$ cat src/rtl/core/wpm_pkg.sv
// Shared constants, types and byte helpers for the wildcard pattern matcher.
`default_nettype none

package wpm_pkg;

  localparam int MAX_TOKENS  = 16;
  localparam int IDX_W       = $clog2(MAX_TOKENS);
  localparam int POS_W       = $clog2(MAX_TOKENS + 1);
  localparam int KIND_W      = 3;
  localparam int CHAR_W      = 8;
  localparam int OP_W        = 2;
  localparam int LEN_W       = 5;
  localparam int S_DATA_W    = 24;
  localparam int M_DATA_W    = 8;
  localparam int CFG_IDX_W   = 1;
  localparam int CFG_DATA_W  = 5;
  localparam int QUEUE_DEPTH = 4;
  localparam int QPTR_W      = $clog2(QUEUE_DEPTH);
  localparam int QCNT_W      = $clog2(QUEUE_DEPTH + 1);

  localparam logic [OP_W-1:0] OP_TOKEN  = 2'd0;
  localparam logic [OP_W-1:0] OP_MEMBER = 2'd1;
  localparam logic [OP_W-1:0] OP_BYTE   = 2'd2;
  localparam logic [OP_W-1:0] OP_END    = 2'd3;

  localparam logic [KIND_W-1:0] KIND_LITERAL    = 3'd0;
  localparam logic [KIND_W-1:0] KIND_ANY_ONE    = 3'd1;
  localparam logic [KIND_W-1:0] KIND_ANY_RUN    = 3'd2;
  localparam logic [KIND_W-1:0] KIND_IN_SET     = 3'd3;
  localparam logic [KIND_W-1:0] KIND_NOT_IN_SET = 3'd4;

  localparam logic [CFG_IDX_W-1:0] REG_PATTERN_LENGTH = 1'd0;
  localparam logic [CFG_IDX_W-1:0] REG_IGNORE_CASE    = 1'd1;

  localparam logic [MAX_TOKENS:0] ACTIVE_RESET = (MAX_TOKENS + 1)'(1);

  typedef struct packed {
    logic [OP_W-1:0]   op;
    logic [IDX_W-1:0]  token_index;
    logic [KIND_W-1:0] token_kind;
    logic [CHAR_W-1:0] char_value;
    logic              last_byte;
    logic              has_result;
  } cmd_t;

  function automatic logic [CHAR_W-1:0] fold_lower(input logic [CHAR_W-1:0] c);
    logic [CHAR_W-1:0] r;
    r = c;
    if (c inside {[8'h41:8'h5A]}) begin
      r = c + 8'h20;
    end
    return r;
  endfunction

  function automatic logic [CHAR_W-1:0] swap_case(input logic [CHAR_W-1:0] c);
    logic [CHAR_W-1:0] r;
    r = c;
    if (c inside {[8'h41:8'h5A]}) begin
      r = c + 8'h20;
    end else if (c inside {[8'h61:8'h7A]}) begin
      r = c - 8'h20;
    end
    return r;
  endfunction

endpackage

`default_nettype wire

$ cat src/rtl/core/wpm_queue.sv
// Short command queue between the front and back parts of the matcher.
`default_nettype none

module wpm_queue
  import wpm_pkg::*;
(
  input  wire logic clk,
  input  wire logic rst,
  input  wire logic push,
  input  wire cmd_t push_cmd,
  output logic      full,
  input  wire logic pop,
  output logic      head_valid,
  output cmd_t      head_cmd
);

  cmd_t              entries [QUEUE_DEPTH];
  logic [QPTR_W-1:0] wr_ptr;
  logic [QPTR_W-1:0] rd_ptr;
  logic [QCNT_W-1:0] count;

  assign full       = (count == QCNT_W'(QUEUE_DEPTH));
  assign head_valid = (count != '0);
  assign head_cmd   = entries[rd_ptr];

  always_ff @(posedge clk) begin
    if (push) begin
      entries[wr_ptr] <= push_cmd;
    end
  end

  always_ff @(posedge clk) begin
    if (rst) begin
      wr_ptr <= '0;
      rd_ptr <= '0;
      count  <= '0;
    end else begin
      if (push) begin
        wr_ptr <= wr_ptr + 1'b1;
      end
      if (pop) begin
        rd_ptr <= rd_ptr + 1'b1;
      end
      if (push && !pop) begin
        count <= count + 1'b1;
      end else if (pop && !push) begin
        count <= count - 1'b1;
      end
    end
  end

`ifndef SYNTH
  a_count_bounded: assert property (@(posedge clk) disable iff (rst)
    count <= QCNT_W'(QUEUE_DEPTH))
    else $error("queue count beyond depth");
  a_push_grows: assert property (@(posedge clk) disable iff (rst)
    push && !pop |=> count == $past(count) + 1'b1)
    else $error("queue push without pop did not grow the count");
`endif

endmodule

`default_nettype wire

$ cat src/rtl/core/wpm_front.sv
// Front part: takes input requests, classifies them and queues them.
`default_nettype none

module wpm_front
  import wpm_pkg::*;
(
  input  wire logic                clk,
  input  wire logic                rst,
  input  wire logic                s_tvalid,
  output logic                     s_tready,
  input  wire logic [S_DATA_W-1:0] s_tdata,
  input  wire logic                s_tlast,
  input  wire logic                pop,
  output logic                     head_valid,
  output cmd_t                     head_cmd
);

  cmd_t in_cmd;
  logic full;
  logic push;

  always_comb begin
    in_cmd.op          = s_tdata[1:0];
    in_cmd.token_index = s_tdata[5:2];
    in_cmd.token_kind  = s_tdata[8:6];
    in_cmd.char_value  = s_tdata[16:9];
    in_cmd.last_byte   = s_tlast;
    in_cmd.has_result  = (in_cmd.op == OP_END) || ((in_cmd.op == OP_BYTE) && s_tlast);
  end

  assign s_tready = !full;
  assign push     = s_tvalid && s_tready;

  wpm_queue u_queue (
    .clk        (clk),
    .rst        (rst),
    .push       (push),
    .push_cmd   (in_cmd),
    .full       (full),
    .pop        (pop),
    .head_valid (head_valid),
    .head_cmd   (head_cmd)
  );

endmodule

`default_nettype wire

$ cat config.mk
export PLATFORM = sky130hd
export DESIGN_NAME = wpm_front
export DESIGN_NICKNAME = d
export VERILOG_FILES = /design/src/rtl/core/wpm_pkg.sv /design/src/rtl/core/wpm_queue.sv /design/src/rtl/core/wpm_front.sv
export SDC_FILE = /design/constraint.sdc
export NUM_CORES = 1
export LEC_CHECK = 0
export BUFFER_PORTS_ARGS = -buffer_cell sky130_fd_sc_hd__buf_4
export CELL_PAD_IN_SITES_DETAIL_PLACEMENT = 1
export CELL_PAD_IN_SITES_GLOBAL_PLACEMENT = 2
export CORE_MARGIN = 3
export CORE_UTILIZATION = 44
export CTS_BUF_LIST = sky130_fd_sc_hd__clkbuf_4
export DETAILED_ROUTE_END_ITERATION = 10
export MAX_ROUTING_LAYER = met4
export PLACE_DENSITY_LB_ADDON = 0.1
export SLEW_MARGIN = 0
export SYNTH_ARGS = -nofsm -noshare
export SYNTH_HDL_FRONTEND = slang
export SYNTH_HIERARCHICAL = 1
export SYNTH_SLANG_ARGS = --single-unit
export TNS_END_PERCENT = 20
$ cat constraint.sdc
create_clock -name clk -period 2.51 [get_ports clk]
set_clock_uncertainty 0.05 [all_clocks]
set_input_delay 0.1255 -clock clk [delete_from_list [all_inputs] [get_ports clk]]
set_output_delay 0.1255 -clock clk [all_outputs]
set_load 0.02 [all_outputs]
[Word level (Yosys, flattened, before mapping)]
Memories as Yosys holds them, arrays and structs flattened. A register that Yosys moved wholly into a read port is not among the register bits.
Cells that the tools add are included.
Storage, ports and cells
  input bits: 29
  register bits after elaboration: 7
  word-level logic and storage cells: 27
  memories: 1
  bits in writable memories: 76
  output and inout bits: 21
Memory list
  u_queue.entries: depth 4, width 19, read ports 1, clocked after memory_dff 1, write ports 1, line wpm_queue.sv:17  | cmd_t entries [QUEUE_DEPTH];
Operators by class
  reductions and logical operators: 10
  equal/unequal tests: 3
  add/subtract/negate cells: 4
  mux-type cells: 6
Operators with widths (count)
  $mux 3: 2
  $add 2x1->2 const B: 2
  $eq 2x2->1 const B: 2
  $logic_and 1x1->1: 4
  $mux 2: 2
  $add 3x1->3 const B: 1
  $eq 3x3->1 const B: 1
  $logic_not 1->1: 3
  $reduce_bool 3->1: 1
  $sub 3x1->3 const B: 1
  $mux 1: 2
  $reduce_bool 2->1: 1
  $logic_or 1x1->1: 1

[Depth between registers and ports, before layout]
Gate-level depths: netlist (run 1).
  depth in word-level cells: 7
  depth in mapped cells: 8
  gate-level depth less buffers: 8

[Modules after synthesis]
The synthesis (run 1) kept the hierarchy.
Modules (own cells, without submodules)
  wpm_queue: area each 3215.6 µm², cells each 143, seq. area each 2462.4 µm², instances 1
  wpm_front: area each 17.5 µm², cells each 3, seq. area each 0.0 µm², instances 1

[Least setup slack after synthesis (run 1)]
No wires, ideal clock.
  path type: register -> register
  start: reg u_queue.count[0]
  end: reg u_queue.count[2]
  required time: 2.390 ns
  cell stages (with the launch flop): 9
  clock period less this slack: 2.123 ns
  slack: 0.387 ns
  setup time: 0.070 ns
  arrival time: 2.003 ns
  buffers on the path: 0
  cells stage by stage: dfxtp_1 > nor3b_1 > nor2b_1 > ha_1 > inv_1 > fa_1 > xor2_1 > or3_1 > a21oi_1
On the way
  cells in the longest elaborated chain, start to end: 6
  elaborated cells on any way between the ends: 11
  classes of those cells: 2 x add/sub; 1 x eq/ne; 2 x mux; 6 x reduce/logical
Ends and longest elaborated chain
  from (decl): line wpm_queue.sv:20  | logic [QCNT_W-1:0] count;
  from (signal assigned): line wpm_queue.sv:45  | count <= count + 1'b1;
  from (signal assigned): line wpm_queue.sv:47  | count <= count - 1'b1;
  $eq 3x3->1 *: line wpm_queue.sv:22  | assign full = (count == QCNT_W'(QUEUE_DEPTH));
  via full: line wpm_front.sv:19  | logic full;
  $logic_not 1->1 *: line wpm_front.sv:31  | assign s_tready = !full;
  $logic_and 1x1->1 *: line wpm_front.sv:32  | assign push = s_tvalid && s_tready;
  via push: line wpm_front.sv:20  | logic push;
  $logic_not 1->1: line wpm_queue.sv:46  | end else if (pop && !push) begin
  $logic_and 1x1->1: line wpm_queue.sv:46
  $reduce_bool 2->1 (no line)
The timed path passes the listed nets; every way through them passes the cells marked *. The select of a mux whose other input is x is not followed.
A chain may end at the register's enable or synchronous reset.

[Worst setup path in the final report (run 1)]
Same ends and word-level chain as after synthesis.

==> results of run 1 <==
sequential cells by signal (all words and copies together), names as in the netlist, named ones only:
register / count
u_queue/entries: 76
u_queue/count: 3
u_queue/rd_ptr: 2
u_queue/wr_ptr: 2
path summary, 6_finish.rpt:
path                          from                 to  slack, ns  cells past startpoint
hold / removal            s_tvalid  u_queue/wr_ptr[0]       0.25                      5
setup / recovery  u_queue/count[0]   u_queue/count[2]       0.36                      8
setup reg to reg  u_queue/count[0]   u_queue/count[2]       0.36                      8
hold reg to reg   u_queue/count[2]   u_queue/count[2]       0.49                      2
cells in the mapped netlist (all sizes together):
master,n
buf,4
edfxtp,76
mux2i,2
xor2,3
o21a,1
xnor2,2
nand2,1
ha,5
nor2,7
a21oi,1
fa,1
o21ai,1
or3,2
clkbuf,1
and2,4
nor2b,1
dfxtp,9
mux4,19
nor3b,1
inv,5
power by group through the flow:
stage / combinational (mW) / clock [mW] / sequential, mW
5_1_grt: 0.729 / 0.860 / 1.78
6_report: 0.669 / 0.786 / 1.76
3_5_place_dp: 0.656 / 0 / 1.79
2_1_floorplan: 0.399 / 0 / 1.77
4_1_cts: 0.684 / 0.814 / 1.76
3_3_place_gp: 0.628 / 0 / 1.78
routing by layer:
layer  vias up  part of all wire (%)  GRT usage [%]
li1        739                     -              -
met1       830                    41           17.9
met2        30                    55           27.6
met3         8                   2.9           2.71
met4         0                   1.2           6.31
met5         -                     0              -
area by class of cell:
| type | instances | area, um2 |
|---|---|---|
| clock inverter | 6 | 71.3 |
| fill | 620 | 2920 |
| timing repair buffer | 69 | 568 |
| clock buffer | 10 | 75.1 |
| sequential | 85 | 2460 |
| tap | 96 | 120 |
| multi-input combinational | 51 | 707 |
| inverter | 5 | 18.8 |
repair_timing:
action / CTS / global route
hold buffers: 20 / 0
resized for setup: 0 / 0
hold endpoints to repair: 81 / 0
kinds of logic after synthesis:
group / after synthesis / synth area share (%)
xor gates and xnor gates: 5 / 1.35
AOI/OAI and AO/OA: 3 / 0.542
adders and majority gates: 6 / 2.55
buffers and inverters: 10 / 1.97
DFF: 85 / 76.2
muxes: 21 / 14.9
and+or+nand+nor: 16 / 2.52
stage by stage:
step           worst slack [ns]  utilization, %
3_3_place_gp              0.562            52.9
5_1_grt                   0.172            57.9
4_1_cts                   0.352            57.9
6_report                  0.362            57.9
3_5_place_dp              0.403            52.9
2_1_floorplan             0.387               -
tightest hold or removal path: stages:
cell and delay (ns):
buf_4 0.07, nor2b_1 0.16, buf_4 0.17, xnor2_1 0.08, nor2_1 0.07
==> summary.txt, run 1 <==
GRT
  – Largest net degree at the start of global routing: 20
  – Initial antenna violation count: 0
  – First-pass GRT wire length: 9630 um
  – GRT overflow: 0
  – Vias in the first global route: 1821
  – GRT Overall Usage: 15.7%

Setup path
  – Slowest stage delay, CP: 0.44 ns
  – Setup crit start kind: register
  – CP Class: reg -> reg
  – Critical Path, Cell by Cell: nor3b_1, nor2b_1, ha_1, inv_1, fa_1, xor2_1, or3_1, a21oi_1
  – Worst Path Required: 2.78 ns
  – Worst path arrival time: 2.42 ns
  – Critical path's top delay family: adder cells
  – WP buf/inv: 1
  – Slowest CP cell: dfxtp_1
  – Nature of the critical path endpoint: register
  – Crit Path Max Fanout: 4

Timing
  – Unrepaired setup endpoints after global routing: no
  – Hold Vio Cnt, Final: 0
  – Slew @ Worst Pin: 0.360 ns
  – Rel. slew slack: 76.0%
  – Post-route minimum period: 2.15 ns
  – Fmax: 0.466 GHz
  – Fin crit share: 85.6%
  – Setup TNS: 0 ns
  – Count of final setup violators: 0
  – Final Max Slew Viols: 0
  – WHS: 0.255 ns

Placement
  – Gpl congestion: 0.758
  – Placed inst area: 0.00368 mm2
  – Placed Cells: 286
  – Port Buffers: 42
  – Hpwl dp: 3720 um

Hold path
  – Worst Hold Class: in -> reg

Die
  – # rows: 30
  – Num ports: 50
  – Die width: 91.7 um
  – Die ar.: 0.00841 mm2
  – Initial core utilization: 46.6%
  – Core Area: 0.00694 mm2
  – Die height: 91.7 um

Power and ir drop
  – Seq pwr share: 54.7%
  – Cell internal pwr: 2.34 mW
  – Comb pwr share: 20.8%
  – Power Density: 800 mW/mm2
  – Pleak: 1.43 nW
  – Power, Total: 3.22 mW
  – Net Switching: 0.877 mW
  – Clk pwr share: 24.5%
  – Switching share of power: 27.3%
  – Peak VDD IR: 410 uV

Logic synthesis
  – Biggest area consumer among synthesized cells: edfxtp_1
  – Top-area cell type share of the netlist area: 70.6%
  – Post-Syn Nets: 181
  – Synth Instances: 146
  – Post-Syn Area: 0.00323 mm2
  – Synth cell types: 23
  – Mapped Avg Cell Area: 22.1 um2
  – Synth Register Bits: 85
  – YS warnings: 6
  – Seq/Total Area, Yosys: 76.2%
  – Synth area leaders: edfxtp_1 71%, mux4_1 7.3%, mux4_2 7.0%

Cells and area
  – Fin area: 0.00402 mm2
  – Fin nets: 256
  – N_diodes: 0
  – Share of layout cells above drive strength 1: 33.2%
  – Most frequent cells in the layout: 76 x edfxtp_1, 49 x buf_4, 20 x dlygate4sd3_1
  – Leading cell type in the layout, fill and taps excluded: edfxtp_1
  – Post-route insts no fill: 322
  – P&R area growth vs syn: 24.4%

Clocking
  – CTS H-tree lvls: 3
  – CTS Buf Count: 9
  – Root buffer cell: clkbuf_4
  – CTS tree: done
  – Clock Latency Late Sink: 0.40 ns
  – Clk buf depth: 2
  – CTS clk-pin slew, worst paths: 0.13 ns
  – # Post-CTS Setup Buffers: 0
  – Clk sink count: 85

Route
  – Drt via density: 4.99
  – Total wire length: 5940 um
  – WL/cell: 18.5 um
  – Final ANT Viol Nets: 0
  – DRT iter0 DRCs: 114
  – Vias: 1607
  – Post-route DRC: 0
  – First-pass detailed-route iteration total: 4

Job
  – Maxcap violations: 0

Run status
  – Outcome: finished clean
Power figures use the tool's default switching activity.
==> inputs of run 2 (changes only) <==
--- a/config.mk
+++ b/config.mk
@@ -5,11 +5,12 @@
 export SDC_FILE = /design/constraint.sdc
 export NUM_CORES = 1
 export LEC_CHECK = 0
+export ABC_AREA = 1
 export BUFFER_PORTS_ARGS = -buffer_cell sky130_fd_sc_hd__buf_4
 export CELL_PAD_IN_SITES_DETAIL_PLACEMENT = 1
 export CELL_PAD_IN_SITES_GLOBAL_PLACEMENT = 2
 export CORE_MARGIN = 3
-export CORE_UTILIZATION = 44
+export CORE_UTILIZATION = 40
 export CTS_BUF_LIST = sky130_fd_sc_hd__clkbuf_4
 export DETAILED_ROUTE_END_ITERATION = 10
 export MAX_ROUTING_LAYER = met4
==> summary.txt, run 2 <==
Logic synthesis
  – Post-Synth XOR/XNOR Area: 0.263% (-1.1 points)
  – Simple-Gate Fraction of Synth Area: 7.26% (+4.7 points)
  – Seq/Total Area, Yosys: 74.0% (-2.1 points)
  – Largest family of logic cells by synthesized area: compound AO/OA/AOI/OAI gates
  – Post-Syn Nets: 284 (+57%)
  – Synth Instances: 249 (+71%)
  – Top-area cell type share of the netlist area: 68.6% (-2.0 points)
  – Multiplexer share of the synthesized area: 0% (-15 points)
  – Post-Syn Area: 0.00333 mm2 (+2.9%)
  – Most numerous cell in the Yosys netlist: edfxtp_1
  – Asr flop ratio synth: 0% (unchanged)
  – Biggest area consumer among synthesized cells: edfxtp_1
  – Synth Register Bits: 85 (unchanged)
  – Synth cell types: 23 (unchanged)
  – Top cells by count, synth: 76 x edfxtp_1, 45 x nor2_1, 41 x o21ai_0, 19 x o22ai_1, 18 x inv_1
  – Adder-cell area share of the yosys netlist: 2.48% (-0.072 points)
  – Synth Flop Type: edfxtp_1
  – Compound-Gate Fraction of Synth Area: 10.7% (+10 points)
  – YS warnings: 6 (unchanged)
  – Number of flops mapped to enable cells by yosys: 76 (unchanged)
  – Mapped Avg Cell Area: 13.4 um2 (-40%)
  – Synth area leaders: edfxtp_1 69%, o21ai_0 6.2%, dfxtp_1 5.4%

Die
  – # rows: 32 (+6.7%)
  – Initial core utilization: 42.2% (-4.4 points)
  – Core Area: 0.00789 mm2 (+14%)
  – Die width: 97.2 um (+6.0%)
  – Die ar.: 0.00945 mm2 (+12%)
  – Num ports: 50 (unchanged)
  – Die height: 97.2 um (+6.0%)

Cells and area
  – Leading cell type in the layout, fill and taps excluded: edfxtp_1
  – Largest Register: u_queue/entries
  – Final Util: 51.4% (-6.5 points)
  – Post-route insts no fill: 425 (+32%)
  – Max reg flops: 76 (unchanged)
  – Fin area: 0.00405 mm2 (+0.78%)
  – P&R area growth vs syn: 21.9%
  – Most frequent cells in the layout: 76 x edfxtp_1, 48 x buf_4, 45 x nor2_1
  – Fin nets: 353 (+38%)
  – N_diodes: 0 (unchanged)
  – Top flop regs: u_queue/entries: 76 flops, u_queue/count: 3 flops
  – Share of layout cells above drive strength 1: 22.3% (-11 points)

Placement
  – Worst slack, placed: 0.503 ns (+0.100 ns)
  – Gpl congestion: 0.720 (-5.0%)
  – Placed inst area: 0.00373 mm2 (+1.6%)
  – Placed Cells: 389 (+36%)
  – Port Buffers: 42 (unchanged)
  – Hpwl dp: 4240 um (+14%)

Clocking
  – CTS clk-pin slew, worst paths: 0.12 ns (about the same)
  – Clk buf depth: 2 (unchanged)
  – CTS Buf Count: 9 (unchanged)
  – Post-CTS Resized: 0 (unchanged)
  – # Post-CTS Setup Buffers: 0 (unchanged)
  – CTS tree: done
  – Root buffer cell: clkbuf_4
  – CTS H-tree lvls: 3 (unchanged)
  – Clk sink count: 85 (unchanged)
  – Clock Latency Late Sink: 0.42 ns (+0.02 ns)

Route
  – Final ANT Viol Nets: 0 (unchanged)
  – Drt via density: 5.04 (+0.94%)
  – WL/cell: 16.4 um (-11%)
  – Post-route DRC: 0 (unchanged)
  – DRT iter0 DRCs: 70 (-39%)
  – Vias: 2141 (+33%)
  – Total wire length: 6990 um (+18%)
  – First-pass detailed-route iteration total: 4 (unchanged)

Timing
  – Post-route minimum period: 2.06 ns (-0.0897 ns)
  – WHS: 0.114 ns (-0.141 ns)
  – Rel. slew slack: 53.6% (-22 points)
  – Worst setup margin: 0.452 ns (+0.0897 ns)
  – Slew @ Worst Pin: 0.697 ns (+0.337 ns)
  – Final Max Slew Viols: 0 (unchanged)
  – Fmax: 0.486 GHz (+4.4%)
  – Hold Vio Cnt, Final: 0 (unchanged)
  – Count of final setup violators: 0 (unchanged)
  – Fin crit share: 82.0% (-3.6 points)
  – Unrepaired setup endpoints after global routing: no
  – Setup TNS: 0 ns (unchanged)

Power and ir drop
  – Power Density: 723 mW/mm2 (-9.5%)
  – Clk pwr share: 23.3% (-1.2 points)
  – Cell internal pwr: 2.10 mW (-10%)
  – Peak VDD IR: 324 uV (-21%)
  – Switching share of power: 28.3% (+1.0 points)
  – Power, Total: 2.93 mW (-8.8%)
  – Comb pwr share: 18.5% (-2.3 points)
  – Net Switching: 0.829 mW (-5.4%)
  – Pleak: 1.52 nW (+5.9%)
  – Seq pwr share: 58.2% (+3.5 points)

Run status
  – Outcome: finished clean

GRT
  – Vias in the first global route: 2266 (+24%)
  – GRT Overall Usage: 16.1% (+0.42 points)
  – Initial antenna violation count: 0 (unchanged)
  – First-pass GRT wire length: 11400 um (+18%)
  – GRT overflow: 0 (unchanged)
  – Largest net degree at the start of global routing: 39 (+95%)

Hold path
  – Worst Hold Class: in -> reg

Setup path
  – Nature of the critical path endpoint: output pin
  – Setup crit start kind: register
  – Worst path arrival time: 1.88 ns (-0.54 ns)
  – Worst Path Required: 2.33 ns (-0.45 ns)
  – Crit Path Max Fanout: 38 (+34)
  – CP Class: reg -> out

Job
  – Maxcap violations: 0 (unchanged)
==> run 2: cell count changes in the layout (fill, tap and decap cells not counted), moves of 3 or more <==
cell,change
inv_1,+13
nor2_1,+38
o21ai_0,+40
mux4_1,-9
nand2_1,+9
nor2_2,+3
mux4_2,-10
o22ai_1,+19
and2_1,-4
==> run 2: kinds of logic (layout without fill, tap and decap cells) <==
kind of cell,after synthesis,count (layout)
XOR/XNOR,1,1
flip-flops,85,85
AND/OR/NAND/NOR,61,61
buffers and inverters,31,105
adder cells (fa/ha/maj),6,6
AO/OA/AOI/OAI,65,65
==> run 2: worst max-delay path, stage by stage, from the launching register on <==
cell and delay, ns:
dfxtp_1 0.34, inv_2 0.50, o21ai_0 0.16, o22ai_1 0.24
buf_4 0.20
==> run 2: path summary, 6_finish.rpt <==
kind | end | cells after the start | startpoint | slack, ns
worst max register to register | u_queue/count[2] | 11 | u_queue/count[0] | 0.51
worst max-delay path | head_cmd[0] | 4 | register | 0.45
worst min-delay path | u_queue/wr_ptr[0] | 5 | s_tvalid | 0.11
worst min register to register | u_queue/rd_ptr[1] | 1 | u_queue/rd_ptr[1] | 0.42
==> run 2: timing repair <==
| item | 4_1_cts | 5_1_grt |
|---|---|---|
| hold buffers | 20 | 0 |
| hold endpoints to repair | 79 | 0 |
| endpoints found under the setup margin | 0 | 0 |
==> run 2: power by group through the flow <==
stage / logic [mW] / clock network (mW) / registers (mW)
detailed placement: 0.529 / 0 / 1.74
finish: 0.544 / 0.683 / 1.71
CTS: 0.554 / 0.716 / 1.71
floorplan: 0.318 / 0 / 1.73
global route: 0.609 / 0.783 / 1.72
global placement: 0.518 / 0 / 1.74
==> run 2: final cells by class <==
class | count | area, um2
clock buffers | 11 | 82.6
clock inverters | 5 | 36.3
fillers | 836 | 3830
inverters | 20 | 75.1
multi-input cells | 133 | 689
flip-flops and latches | 85 | 2460
well taps | 102 | 128
repair buffers | 69 | 581
==> run 2: layer usage <==
metal | track usage [%] | vias to the layer above | wire (um)
met2 | 26.2 | 41 | 3580
met5 | - | - | 0
li1 | - | 1029 | -
met4 | 5.08 | 0 | 75
met3 | 4.59 | 8 | 233
met1 | 19.6 | 1063 | 3100
